`src/sv/four_channel_echo_ranger_core_assert.svh`:
```
// Assertion macros for the echo ranger RTL.
// Depends on signals named clk and rst_n in the including module.
`ifndef FOUR_CHANNEL_ECHO_RANGER_CORE_ASSERT_SVH
`define FOUR_CHANNEL_ECHO_RANGER_CORE_ASSERT_SVH

// same-cycle implication, held off during reset
`define ERC_ASSERT_SAME(label, ante, cons, msg) \
    label: assert property (@(posedge clk) disable iff (!rst_n) (ante) |-> (cons)) \
        else $error(msg);

// next-cycle implication, held off during reset
`define ERC_ASSERT_NEXT(label, ante, cons, msg) \
    label: assert property (@(posedge clk) disable iff (!rst_n) (ante) |=> (cons)) \
        else $error(msg);

`endif

```
`src/sv/erc_pkg.sv`:
```
// Package for the four-channel echo ranger: item types, control structs,
// register codes and conversion constants. No dependencies.
`default_nettype none

package erc_pkg;

    // field widths
    localparam int unsigned POS_W      = 7;
    localparam int unsigned DIST_W     = 13;
    localparam int unsigned SPEED_W    = 16;
    localparam int unsigned UPT_W      = 5;
    localparam int unsigned OFS_W      = 8;
    localparam int unsigned LEVELS_W   = 4;
    localparam int unsigned CFG_IDX_W  = 3;
    localparam int unsigned CFG_DATA_W = 16;

    // reported channels and their index width
    localparam int unsigned OUT_CH = 4;
    localparam int unsigned CH_W   = 2;

    // parameter defaults
    localparam int unsigned CHANNELS_DEF    = 4;
    localparam int unsigned COUNT_BITS_DEF  = 16;
    localparam int unsigned SWEEP_LIMIT_DEF = 90;

    // register reset values
    localparam logic [SPEED_W-1:0] SPEED_RST = 16'd34853;
    localparam logic [UPT_W-1:0]   UPT_RST   = 5'd4;
    localparam logic [OFS_W-1:0]   OFS_A_RST = 8'd8;
    localparam logic [OFS_W-1:0]   OFS_B_RST = 8'd8;
    localparam logic [OFS_W-1:0]   OFS_C_RST = 8'd8;
    localparam logic [OFS_W-1:0]   OFS_D_RST = 8'd7;

    // divide by 2000000 = 2^7 * 15625; quotient over 8191 saturates anyway,
    // so the shifted product is clamped to 27 bits before the reciprocal step
    localparam int unsigned DIV_SHIFT = 7;
    localparam int unsigned QY_W      = 27;
    localparam int unsigned Q_W       = 14;
    localparam logic [Q_W-1:0]  DIV_ODD  = 14'd15625;
    localparam logic [Q_W-1:0]  RECIP_M  = 14'd8589;  // floor(2^27 / 15625)
    localparam logic [QY_W-1:0] QY_MAX   = {QY_W{1'b1}};
    localparam logic [DIST_W:0] DIST_MAX = 14'd8191;

    // configuration register indexes
    typedef enum logic [CFG_IDX_W-1:0] {
        REG_SPEED = 3'd0,
        REG_UPT   = 3'd1,
        REG_OFS_A = 3'd2,
        REG_OFS_B = 3'd3,
        REG_OFS_C = 3'd4,
        REG_OFS_D = 3'd5
    } cfg_reg_t;

    // input item
    typedef struct packed {
        logic                command;
        logic [LEVELS_W-1:0] echo_levels;
    } in_item_t;

    // result item
    typedef struct packed {
        logic [POS_W-1:0]  position;
        logic [DIST_W-1:0] distance_a;
        logic [DIST_W-1:0] distance_b;
        logic [DIST_W-1:0] distance_c;
        logic [DIST_W-1:0] distance_d;
    } out_item_t;

    // controller -> datapath
    typedef struct packed {
        logic            arm;
        logic            tick;
        logic            mul_a;
        logic            mul_b;
        logic            recip;
        logic            back;
        logic            fix;
        logic            load_out;
        logic [CH_W-1:0] ch;
    } erc_cmd_t;

    // datapath -> controller
    typedef struct packed {
        logic frame_done;
    } erc_status_t;

endpackage

`default_nettype wire

```
`src/sv/erc_datapath.sv`:
```
// Datapath of the echo ranger: configuration registers, per-channel pulse
// counters, distance conversion unit, sweep position and result register.
// Depends on erc_pkg.
`default_nettype none

module erc_datapath #(
    parameter int unsigned CHANNELS    = erc_pkg::CHANNELS_DEF,
    parameter int unsigned COUNT_BITS  = erc_pkg::COUNT_BITS_DEF,
    parameter int unsigned SWEEP_LIMIT = erc_pkg::SWEEP_LIMIT_DEF
) (
    input  wire logic                            clk,
    input  wire logic                            rst_n,
    input  wire logic                            cfg_we,
    input  wire logic [erc_pkg::CFG_IDX_W-1:0]   cfg_index,
    input  wire logic [erc_pkg::CFG_DATA_W-1:0]  cfg_data,
    input  wire erc_pkg::in_item_t               in_item,
    input  wire erc_pkg::erc_cmd_t               cmd,
    output erc_pkg::erc_status_t                 status,
    output erc_pkg::out_item_t                   out_item
);
    import erc_pkg::*;

    localparam int unsigned NUM_CONV = (CHANNELS < OUT_CH) ? CHANNELS : OUT_CH;
    localparam int unsigned P1_W     = COUNT_BITS + UPT_W;
    localparam int unsigned P2_W     = P1_W + SPEED_W;
    localparam int unsigned Y_W      = P2_W - DIV_SHIFT;
    localparam int unsigned PROD_W   = QY_W + Q_W;
    localparam logic [COUNT_BITS-1:0] COUNT_MAX = {COUNT_BITS{1'b1}};
    localparam logic [POS_W-1:0]      POS_LIMIT = POS_W'(SWEEP_LIMIT);

    // per-channel phase codes
    typedef enum logic [3:0] {
        PH_IDLE  = 4'b0001,
        PH_ARMED = 4'b0010,
        PH_COUNT = 4'b0100,
        PH_DONE  = 4'b1000
    } phase_t;

    // configuration
    logic [SPEED_W-1:0] speed_reg;
    logic [UPT_W-1:0]   upt_reg;
    logic [OFS_W-1:0]   ofs_reg [OUT_CH];

    always_ff @(posedge clk or negedge rst_n)
    begin
        if (!rst_n)
        begin
            speed_reg  <= SPEED_RST;
            upt_reg    <= UPT_RST;
            ofs_reg[0] <= OFS_A_RST;
            ofs_reg[1] <= OFS_B_RST;
            ofs_reg[2] <= OFS_C_RST;
            ofs_reg[3] <= OFS_D_RST;
        end
        else if (cfg_we)
        begin
            case (cfg_reg_t'(cfg_index))
                REG_SPEED: speed_reg  <= cfg_data;
                REG_UPT:   upt_reg    <= cfg_data[UPT_W-1:0];
                REG_OFS_A: ofs_reg[0] <= cfg_data[OFS_W-1:0];
                REG_OFS_B: ofs_reg[1] <= cfg_data[OFS_W-1:0];
                REG_OFS_C: ofs_reg[2] <= cfg_data[OFS_W-1:0];
                REG_OFS_D: ofs_reg[3] <= cfg_data[OFS_W-1:0];
                default:   ;
            endcase
        end
    end

    // channel phase and pulse counters
    phase_t                phase_reg  [CHANNELS];
    phase_t                phase_next [CHANNELS];
    logic [COUNT_BITS-1:0] ticks_reg  [CHANNELS];
    logic [COUNT_BITS-1:0] ticks_next [CHANNELS];
    logic                  finished;
    logic                  all_done;

    always_comb
    begin
        finished = 1'b0;
        all_done = 1'b1;
        for (int k = 0; k < CHANNELS; k++)
        begin
            logic high;
            high          = (k < LEVELS_W) ? in_item.echo_levels[k % LEVELS_W] : 1'b0;
            phase_next[k] = phase_reg[k];
            ticks_next[k] = ticks_reg[k];
            case (phase_reg[k])
                PH_ARMED:
                begin
                    if (high)
                    begin
                        phase_next[k] = PH_COUNT;
                        ticks_next[k] = COUNT_BITS'(1);
                    end
                end
                PH_COUNT:
                begin
                    if (high)
                    begin
                        if (ticks_reg[k] != COUNT_MAX)
                            ticks_next[k] = ticks_reg[k] + COUNT_BITS'(1);
                    end
                    else
                    begin
                        phase_next[k] = PH_DONE;
                        finished      = 1'b1;
                    end
                end
                default: ;
            endcase
            if (phase_next[k] != PH_DONE)
                all_done = 1'b0;
        end
    end

    assign status.frame_done = finished && all_done;

    always_ff @(posedge clk or negedge rst_n)
    begin
        if (!rst_n)
        begin
            for (int k = 0; k < CHANNELS; k++)
            begin
                phase_reg[k] <= PH_IDLE;
                ticks_reg[k] <= '0;
            end
        end
        else if (cmd.arm)
        begin
            for (int k = 0; k < CHANNELS; k++)
            begin
                phase_reg[k] <= PH_ARMED;
                ticks_reg[k] <= '0;
            end
        end
        else if (cmd.tick)
        begin
            for (int k = 0; k < CHANNELS; k++)
            begin
                phase_reg[k] <= status.frame_done ? PH_IDLE : phase_next[k];
                ticks_reg[k] <= ticks_next[k];
            end
        end
    end

    // count of the channel under conversion
    logic [COUNT_BITS-1:0] sel_ticks;

    always_comb
    begin
        sel_ticks = '0;
        for (int k = 0; k < NUM_CONV; k++)
        begin
            if (cmd.ch == CH_W'(k))
                sel_ticks = ticks_reg[k];
        end
    end

    // conversion unit: one step per cycle, one channel at a time
    logic [P1_W-1:0]   p1_reg;
    logic [P2_W-1:0]   p2_reg;
    logic [QY_W-1:0]   y_reg;
    logic [Q_W-1:0]    qe_reg;
    logic [2*Q_W-1:0]  back_reg;
    logic [DIST_W-1:0] dist_reg [OUT_CH];

    logic [Y_W-1:0]    y_full;
    logic [QY_W-1:0]   y_sat;
    logic [PROD_W-1:0] recip_prod;
    logic [QY_W-1:0]   rem;
    logic [Q_W-1:0]    q_fix;
    logic [DIST_W:0]   dist_sum;
    logic [DIST_W-1:0] dist_val;

    // clamp the shifted product: anything past 27 bits saturates the distance
    assign y_full     = p2_reg[P2_W-1:DIV_SHIFT];
    assign y_sat      = (|(y_full >> QY_W)) ? QY_MAX : QY_W'(y_full);
    assign recip_prod = PROD_W'(y_sat) * PROD_W'(RECIP_M);

    // estimate is low by at most one
    assign rem      = y_reg - QY_W'(back_reg);
    assign q_fix    = qe_reg + Q_W'(rem >= QY_W'(DIV_ODD));
    assign dist_sum = (DIST_W+1)'(q_fix) + (DIST_W+1)'(ofs_reg[cmd.ch]);
    assign dist_val = (dist_sum > DIST_MAX) ? DIST_MAX[DIST_W-1:0]
                                            : dist_sum[DIST_W-1:0];

    always_ff @(posedge clk)
    begin
        if (cmd.mul_a)
            p1_reg <= P1_W'(sel_ticks) * P1_W'(upt_reg);
        if (cmd.mul_b)
            p2_reg <= P2_W'(p1_reg) * P2_W'(speed_reg);
        if (cmd.recip)
        begin
            y_reg  <= y_sat;
            qe_reg <= recip_prod[PROD_W-1:QY_W];
        end
        if (cmd.back)
            back_reg <= (2*Q_W)'(qe_reg) * (2*Q_W)'(DIV_ODD);
        if (cmd.fix)
            dist_reg[cmd.ch] <= dist_val;
    end

    // sweep position, triangle 0..SWEEP_LIMIT..0
    logic [POS_W-1:0] pos_reg;
    logic [POS_W-1:0] pos_next;
    logic             down_reg;
    logic             down_next;
    logic [POS_W-1:0] pos_dec;

    always_comb
    begin
        pos_dec   = (pos_reg != '0) ? pos_reg - POS_W'(1) : '0;
        pos_next  = pos_reg;
        down_next = down_reg;
        if (!down_reg)
        begin
            if (pos_reg + POS_W'(1) >= POS_LIMIT)
            begin
                pos_next  = POS_LIMIT;
                down_next = 1'b1;
            end
            else
                pos_next = pos_reg + POS_W'(1);
        end
        else
        begin
            pos_next  = pos_dec;
            down_next = (pos_dec != '0);
        end
    end

    always_ff @(posedge clk or negedge rst_n)
    begin
        if (!rst_n)
        begin
            pos_reg  <= '0;
            down_reg <= 1'b0;
        end
        else if (cmd.load_out)
        begin
            pos_reg  <= pos_next;
            down_reg <= down_next;
        end
    end

    // result register; unreported channels read as zero
    logic [DIST_W-1:0] dist_out [OUT_CH];
    out_item_t         out_reg;

    always_comb
    begin
        for (int k = 0; k < OUT_CH; k++)
            dist_out[k] = (k < CHANNELS) ? dist_reg[k] : '0;
    end

    always_ff @(posedge clk)
    begin
        if (cmd.load_out)
        begin
            out_reg.position   <= pos_reg;
            out_reg.distance_a <= dist_out[0];
            out_reg.distance_b <= dist_out[1];
            out_reg.distance_c <= dist_out[2];
            out_reg.distance_d <= dist_out[3];
        end
    end

    assign out_item = out_reg;

endmodule

`default_nettype wire

```
`src/sv/erc_ctrl.sv`:
```
// Controller of the echo ranger: input and output handshakes and the
// per-channel conversion sequence. Depends on erc_pkg and the assert header.
`default_nettype none
`include "four_channel_echo_ranger_core_assert.svh"

module erc_ctrl #(
    parameter int unsigned CHANNELS = erc_pkg::CHANNELS_DEF
) (
    input  wire logic                 clk,
    input  wire logic                 rst_n,
    input  wire logic                 in_valid,
    input  wire logic                 in_command,
    output logic                      in_ready,
    output logic                      out_valid,
    input  wire logic                 out_ready,
    input  wire erc_pkg::erc_status_t status,
    output erc_pkg::erc_cmd_t         cmd
);
    import erc_pkg::*;

    localparam int unsigned NUM_CONV = (CHANNELS < OUT_CH) ? CHANNELS : OUT_CH;
    localparam logic [CH_W-1:0] LAST_CH = CH_W'(NUM_CONV - 1);

    typedef enum logic [6:0] {
        ST_IDLE  = 7'b0000001,
        ST_MUL_A = 7'b0000010,
        ST_MUL_B = 7'b0000100,
        ST_RECIP = 7'b0001000,
        ST_BACK  = 7'b0010000,
        ST_FIX   = 7'b0100000,
        ST_LOAD  = 7'b1000000
    } ctl_state_t;

    ctl_state_t      state_reg;
    ctl_state_t      state_next;
    logic [CH_W-1:0] ch_reg;
    logic [CH_W-1:0] ch_next;
    logic            out_valid_reg;
    logic            out_valid_next;

    // next state and commands
    always_comb
    begin
        state_next     = state_reg;
        ch_next        = ch_reg;
        out_valid_next = out_valid_reg && !out_ready;
        in_ready       = 1'b0;
        cmd            = '0;
        cmd.ch         = ch_reg;
        case (state_reg)
            ST_IDLE:
            begin
                in_ready = 1'b1;
                if (in_valid)
                begin
                    if (in_command)
                        cmd.arm = 1'b1;
                    else
                    begin
                        cmd.tick = 1'b1;
                        if (status.frame_done)
                        begin
                            state_next = ST_MUL_A;
                            ch_next    = '0;
                        end
                    end
                end
            end
            ST_MUL_A:
            begin
                cmd.mul_a  = 1'b1;
                state_next = ST_MUL_B;
            end
            ST_MUL_B:
            begin
                cmd.mul_b  = 1'b1;
                state_next = ST_RECIP;
            end
            ST_RECIP:
            begin
                cmd.recip  = 1'b1;
                state_next = ST_BACK;
            end
            ST_BACK:
            begin
                cmd.back   = 1'b1;
                state_next = ST_FIX;
            end
            ST_FIX:
            begin
                cmd.fix = 1'b1;
                if (ch_reg == LAST_CH)
                    state_next = ST_LOAD;
                else
                begin
                    ch_next    = ch_reg + CH_W'(1);
                    state_next = ST_MUL_A;
                end
            end
            ST_LOAD:
            begin
                // wait for the result register to free up
                if (!out_valid_reg || out_ready)
                begin
                    cmd.load_out   = 1'b1;
                    out_valid_next = 1'b1;
                    state_next     = ST_IDLE;
                end
            end
            default:
            begin
                state_next = ST_IDLE;
            end
        endcase
    end

    always_ff @(posedge clk or negedge rst_n)
    begin
        if (!rst_n)
        begin
            state_reg     <= ST_IDLE;
            ch_reg        <= '0;
            out_valid_reg <= 1'b0;
        end
        else
        begin
            state_reg     <= state_next;
            ch_reg        <= ch_next;
            out_valid_reg <= out_valid_next;
        end
    end

    assign out_valid = out_valid_reg;

    // a completed frame starts conversion at the first channel
    `ERC_ASSERT_NEXT(a_frame_start, cmd.tick && status.frame_done, state_reg == ST_MUL_A && ch_reg == '0, "conversion did not start at channel zero")
    // the last channel's fix step leads to the result load
    `ERC_ASSERT_NEXT(a_last_fix, state_reg == ST_FIX && ch_reg == LAST_CH, state_reg == ST_LOAD, "conversion did not end after the last channel")
    // loading a result always leaves it valid
    `ERC_ASSERT_NEXT(a_load_valid, cmd.load_out, out_valid && state_reg == ST_IDLE, "loaded result not presented")
    // no item is taken while a conversion is under way
    `ERC_ASSERT_SAME(a_no_accept_busy, state_reg != ST_IDLE, !in_ready && !cmd.tick && !cmd.arm, "item accepted during conversion")

endmodule

`default_nettype wire

```
`src/sv/four_channel_echo_ranger_core.sv`:
```
// Four-channel echo ranger: arm and tick items drive per-channel pulse counters.
// Arm and tick items are taken one per cycle while the controller is idle. The tick
// that ends a frame runs, for each reported channel in turn, the multiply, second
// multiply, reciprocal, back and fix steps on the shared conversion unit, then the
// result register load, held while the previous result waits; no item is taken meanwhile.
// Async active-low reset: channels idle, counts zero, sweep 0 going up, defaults, no result.
`default_nettype none

module four_channel_echo_ranger_core #(
    parameter int unsigned CHANNELS    = erc_pkg::CHANNELS_DEF,
    parameter int unsigned COUNT_BITS  = erc_pkg::COUNT_BITS_DEF,
    parameter int unsigned SWEEP_LIMIT = erc_pkg::SWEEP_LIMIT_DEF
) (
    input  wire logic                           clk,
    input  wire logic                           rst_n,
    input  wire logic                           cfg_we,
    input  wire logic [erc_pkg::CFG_IDX_W-1:0]  cfg_index,
    input  wire logic [erc_pkg::CFG_DATA_W-1:0] cfg_data,
    input  wire logic                           in_valid,
    output logic                                in_ready,
    input  wire erc_pkg::in_item_t              in_item,
    output logic                                out_valid,
    input  wire logic                           out_ready,
    output erc_pkg::out_item_t                  out_item
);
    import erc_pkg::*;

    erc_cmd_t    cmd;
    erc_status_t status;

    // sequencing and handshakes
    erc_ctrl #(
        .CHANNELS (CHANNELS)
    ) u_ctrl (
        .clk        (clk),
        .rst_n      (rst_n),
        .in_valid   (in_valid),
        .in_command (in_item.command),
        .in_ready   (in_ready),
        .out_valid  (out_valid),
        .out_ready  (out_ready),
        .status     (status),
        .cmd        (cmd)
    );

    // counters, conversion, sweep and result register
    erc_datapath #(
        .CHANNELS    (CHANNELS),
        .COUNT_BITS  (COUNT_BITS),
        .SWEEP_LIMIT (SWEEP_LIMIT)
    ) u_datapath (
        .clk       (clk),
        .rst_n     (rst_n),
        .cfg_we    (cfg_we),
        .cfg_index (cfg_index),
        .cfg_data  (cfg_data),
        .in_item   (in_item),
        .cmd       (cmd),
        .status    (status),
        .out_item  (out_item)
    );

endmodule

`default_nettype wire
```
`config.mk`:
```
export PLATFORM = sky130hd
export DESIGN_NAME = four_channel_echo_ranger_core
export DESIGN_NICKNAME = d
export VERILOG_FILES = /design/src/sv/erc_pkg.sv /design/src/sv/erc_datapath.sv /design/src/sv/erc_ctrl.sv /design/src/sv/four_channel_echo_ranger_core.sv
export VERILOG_INCLUDE_DIRS = /design/src /design/src/sv
export SDC_FILE = /design/constraint.sdc
export NUM_CORES = 2
export LEC_CHECK = 0
export BUFFER_PORTS_ARGS = -buffer_cell sky130_fd_sc_hd__clkbuf_2
export CORE_MARGIN = 3
export CORE_UTILIZATION = 26
export DETAILED_ROUTE_END_ITERATION = 8
export GPL_ROUTABILITY_DRIVEN = 0
export HOLD_SLACK_MARGIN = 0.1
export SYNTH_ARGS = -nofsm -noshare
export SYNTH_HDL_FRONTEND = slang
export SYNTH_SLANG_ARGS = --single-unit
```
`constraint.sdc`:
```
create_clock -name clk -period 15.8 [get_ports clk]
set_clock_uncertainty 0.05 [all_clocks]
set_input_delay 3.95 -clock clk [delete_from_list [all_inputs] [get_ports clk]]
set_output_delay 3.95 -clock clk [all_outputs]
set_load 0.02 [all_outputs]
```
==> out/results.ini <==
[sta]
period_share_pct = 46.62
finalHoldViolations = 0
slew_viol_final = 0
rsz0062_at_grt = no
setup_viol_count_final = 0
relSlewSlack_pct = 22.93
tns_ps = 0
worstMarginPinSlew_ps = 1156
clock.fmax_ghz = 0.1358
period_minus_slack_ps = 7366

[route]
drt_first_pass_iters = 6
drt_iter0_drc = 1774
vias = 25670
drcViolationCount = 0
post_drt_wl_per_cell_um = 15.77
vias_per_cell = 4.546
drtAntennaViolNets = 0
drt-total-wl_um = 89050

[clock_network]
cts_hold_buffers = 0
clock_path_buffers = 3
cts_tree = done
cts_buffers = 47
h-tree-depth = 2
cts_num_sinks = 381
cts-root-buf = clkbuf_16
clock_latency_ps = 590
post_cts_resize_count = 0
path_clk_slew_ps = 60
post_cts_buffers = 0

[global_route]
grt_use_total_pct = 12.13
grt_pass1_wl_um = 144700
antenna_found_initial = 13
first_global_vias = 26640
grt_max_degree = 99
grt_remaining_overflow = 0

[worst_hold_path]
hold_depth = 0
hold_path.class = flop to flop

[yosys]
synth-seq-area-share_pct = 28.53
synth-edff-count = 230
synthCells = 3661
syn-num-nets = 4575
syn_avg_cell_area_sq_um = 10.25
ys_warn_count = 0
ys_types = 80
synthArstFlopShare_pct = 39.63
ys_ff_latch = 381
ys.flop_type = edfxtp_1
synth_area_sq_um = 37530

[critical_path]
worst-path-buf-inv = 5
worstSetupStartpointType = flop
arrival_ps = 7660
cp_cell_sequence = nand2_1 > fa_1 > inv_1 > fa_1 > inv_1 > fa_1 > inv_1 > fa_1 > inv_1 > fa_1 > inv_1 > fa_1 > ha_1 > and4_1 > and4_1 > nand3_1 > a31oi_1 > or4_4 > a21oi_4 > o21ai_1 > a21o_1 > a21o_1 > a21oi_2 > xnor2_1
slowest_delay_ps = 840
path_class = flop to flop
crit_top_cell = fa_1
crit_family = adder cells
r2r_cells = 24
crit_cells = 24
crit_slowest_cell = dfrtp_1
endpoint_kind = flop
cp.required_ps = 16090
crit_fanout = 22

[finish]
finalNetCount = 4627
fill_cells = 14790
largest_reg_flops = 64
fin_cells = 5648
final_cell_mix = inv_1 (579), ha_1 (447), fa_1 (438)
layout_commonest_cell = inv_1
seq_area_sq_um = 10710
syn_to_final_growth_pct = 11.09
multi_input_area_sq_um = 24280
drive_gt1_share_pct = 7.413

[die]
num_rows = 138
core_sq_um = 142400
ios = 90
die_h_um = 385.9
dieArea_sq_um = 148900
initial_core_util_pct = 26.35
die_w_um = 385.9

[flow_run]
max_cap_viol_count = 0

[run_status]
status = complete, no violations

[placement]
numPortBuffers = 89
dp.cells = 5554
dp_hpwl_um = 69450

routing by layer:
metal / up-vias / global-route usage [%] / part of all wire, %
met1: 12880 / 16.85 / 45
li1: 12140 / - / -
met3: 104 / 1.661 / 5.8
met5: - / 0 / 0
met4: 0 / 2.657 / 2.0
met2: 552 / 20.03 / 47
stage by stage:
| step | worst slack (ps) | cell area [sq um] | hold WS, ps | util (%) |
|---|---|---|---|---|
| floorplan | 9027 | 37530 | 350.3 | - |
| global placement | 8507 | 40120 | 351.4 | 28.16 |
| detailed placement | 8435 | 40120 | 354.5 | 28.16 |
| CTS | 8422 | 41670 | 364.1 | 29.25 |
| global route | 8047 | 41670 | 371.5 | 29.25 |
| finish | 8434 | 41690 | 360.6 | 29.27 |
synthesized netlist by cell type (all sizes together), types with 7 or more instances:
cell type	number	share of area (%)
a211oi	14	0.29
a21boi	7	0.14
a21o	46	0.92
a21oi	147	2.0
a31oi	12	0.20
and2	132	2.2
and3	28	0.47
clkbuf	102	1.0
dfrtp	134	8.9
dfstp	17	1.2
edfxtp	230	18
fa	438	23
ha	447	15
inv	580	5.8
mux2	55	1.7
mux4	8	0.48
nand2	392	3.9
nand2b	67	1.1
nand3	39	0.52
nand4	26	0.43
nor2	225	2.3
nor2b	50	0.83
nor3	28	0.37
nor3b	9	0.18
nor4	9	0.15
o21a	16	0.32
o21ai	129	1.7
o21bai	14	0.28
o31ai	23	0.46
o41ai	10	0.27
or2	7	0.12
xnor2	83	1.9
xor2	46	1.1
worst register-to-register path: cells and delay by family (launching register included):
family                   cells  cell delay (ps)
buffers and inverters        5              260
XOR/XNOR                     1               70
adder cells (fa/ha/maj)      7             3420
AO/OA/AOI/OAI                6             1230
AND/OR/NAND/NOR              5             1240
flip-flops                   1              840
kinds of logic (layout without fill, tap and decap cells):
family	Yosys count	count (layout)	synth area share, %
DFF	381	381	28.53
adders and majority gates	885	885	38.27
other	0	8	0
and+or+nand+nor	1041	1041	13.21
xor gates and xnor gates	129	129	3.011
buffers and inverters	685	774	6.855
muxes	64	64	2.157
AOI/OAI and AO/OA	476	476	7.968
layout make-up:
cell class | count | area share, %
flip-flops and latches | 381 | 25.68
well taps | 1890 | 5.672
diodes | 8 | 0.04802
inverters | 580 | 5.222
clock buffers | 61 | 2.995
repair buffers | 108 | 1.426
clock inverters | 25 | 0.7233
multi-input cells | 2595 | 58.23
path summary, 6_finish.rpt:
| path | start | endpoint | slack (ps) |
|---|---|---|---|
| max | u_datapath.speed_reg[4] | u_datapath.p2_reg[30] | 8430 |
| min | u_datapath.dist_reg[2][12] | out_item[25] | 360 |
| max reg2reg | u_datapath.speed_reg[4] | u_datapath.p2_reg[30] | 8430 |
| min reg2reg | u_datapath.dist_reg[2][12] | out_item[25] | 360 |
| max in group asynchronous | rst_n | u_datapath.speed_reg[1] | 10910 |
| min in group asynchronous | rst_n | u_datapath.phase_reg[9] | 3420 |
Power is not shown: default switching activity piles up to over one toggle a cycle in this logic, so the estimate is an artifact.
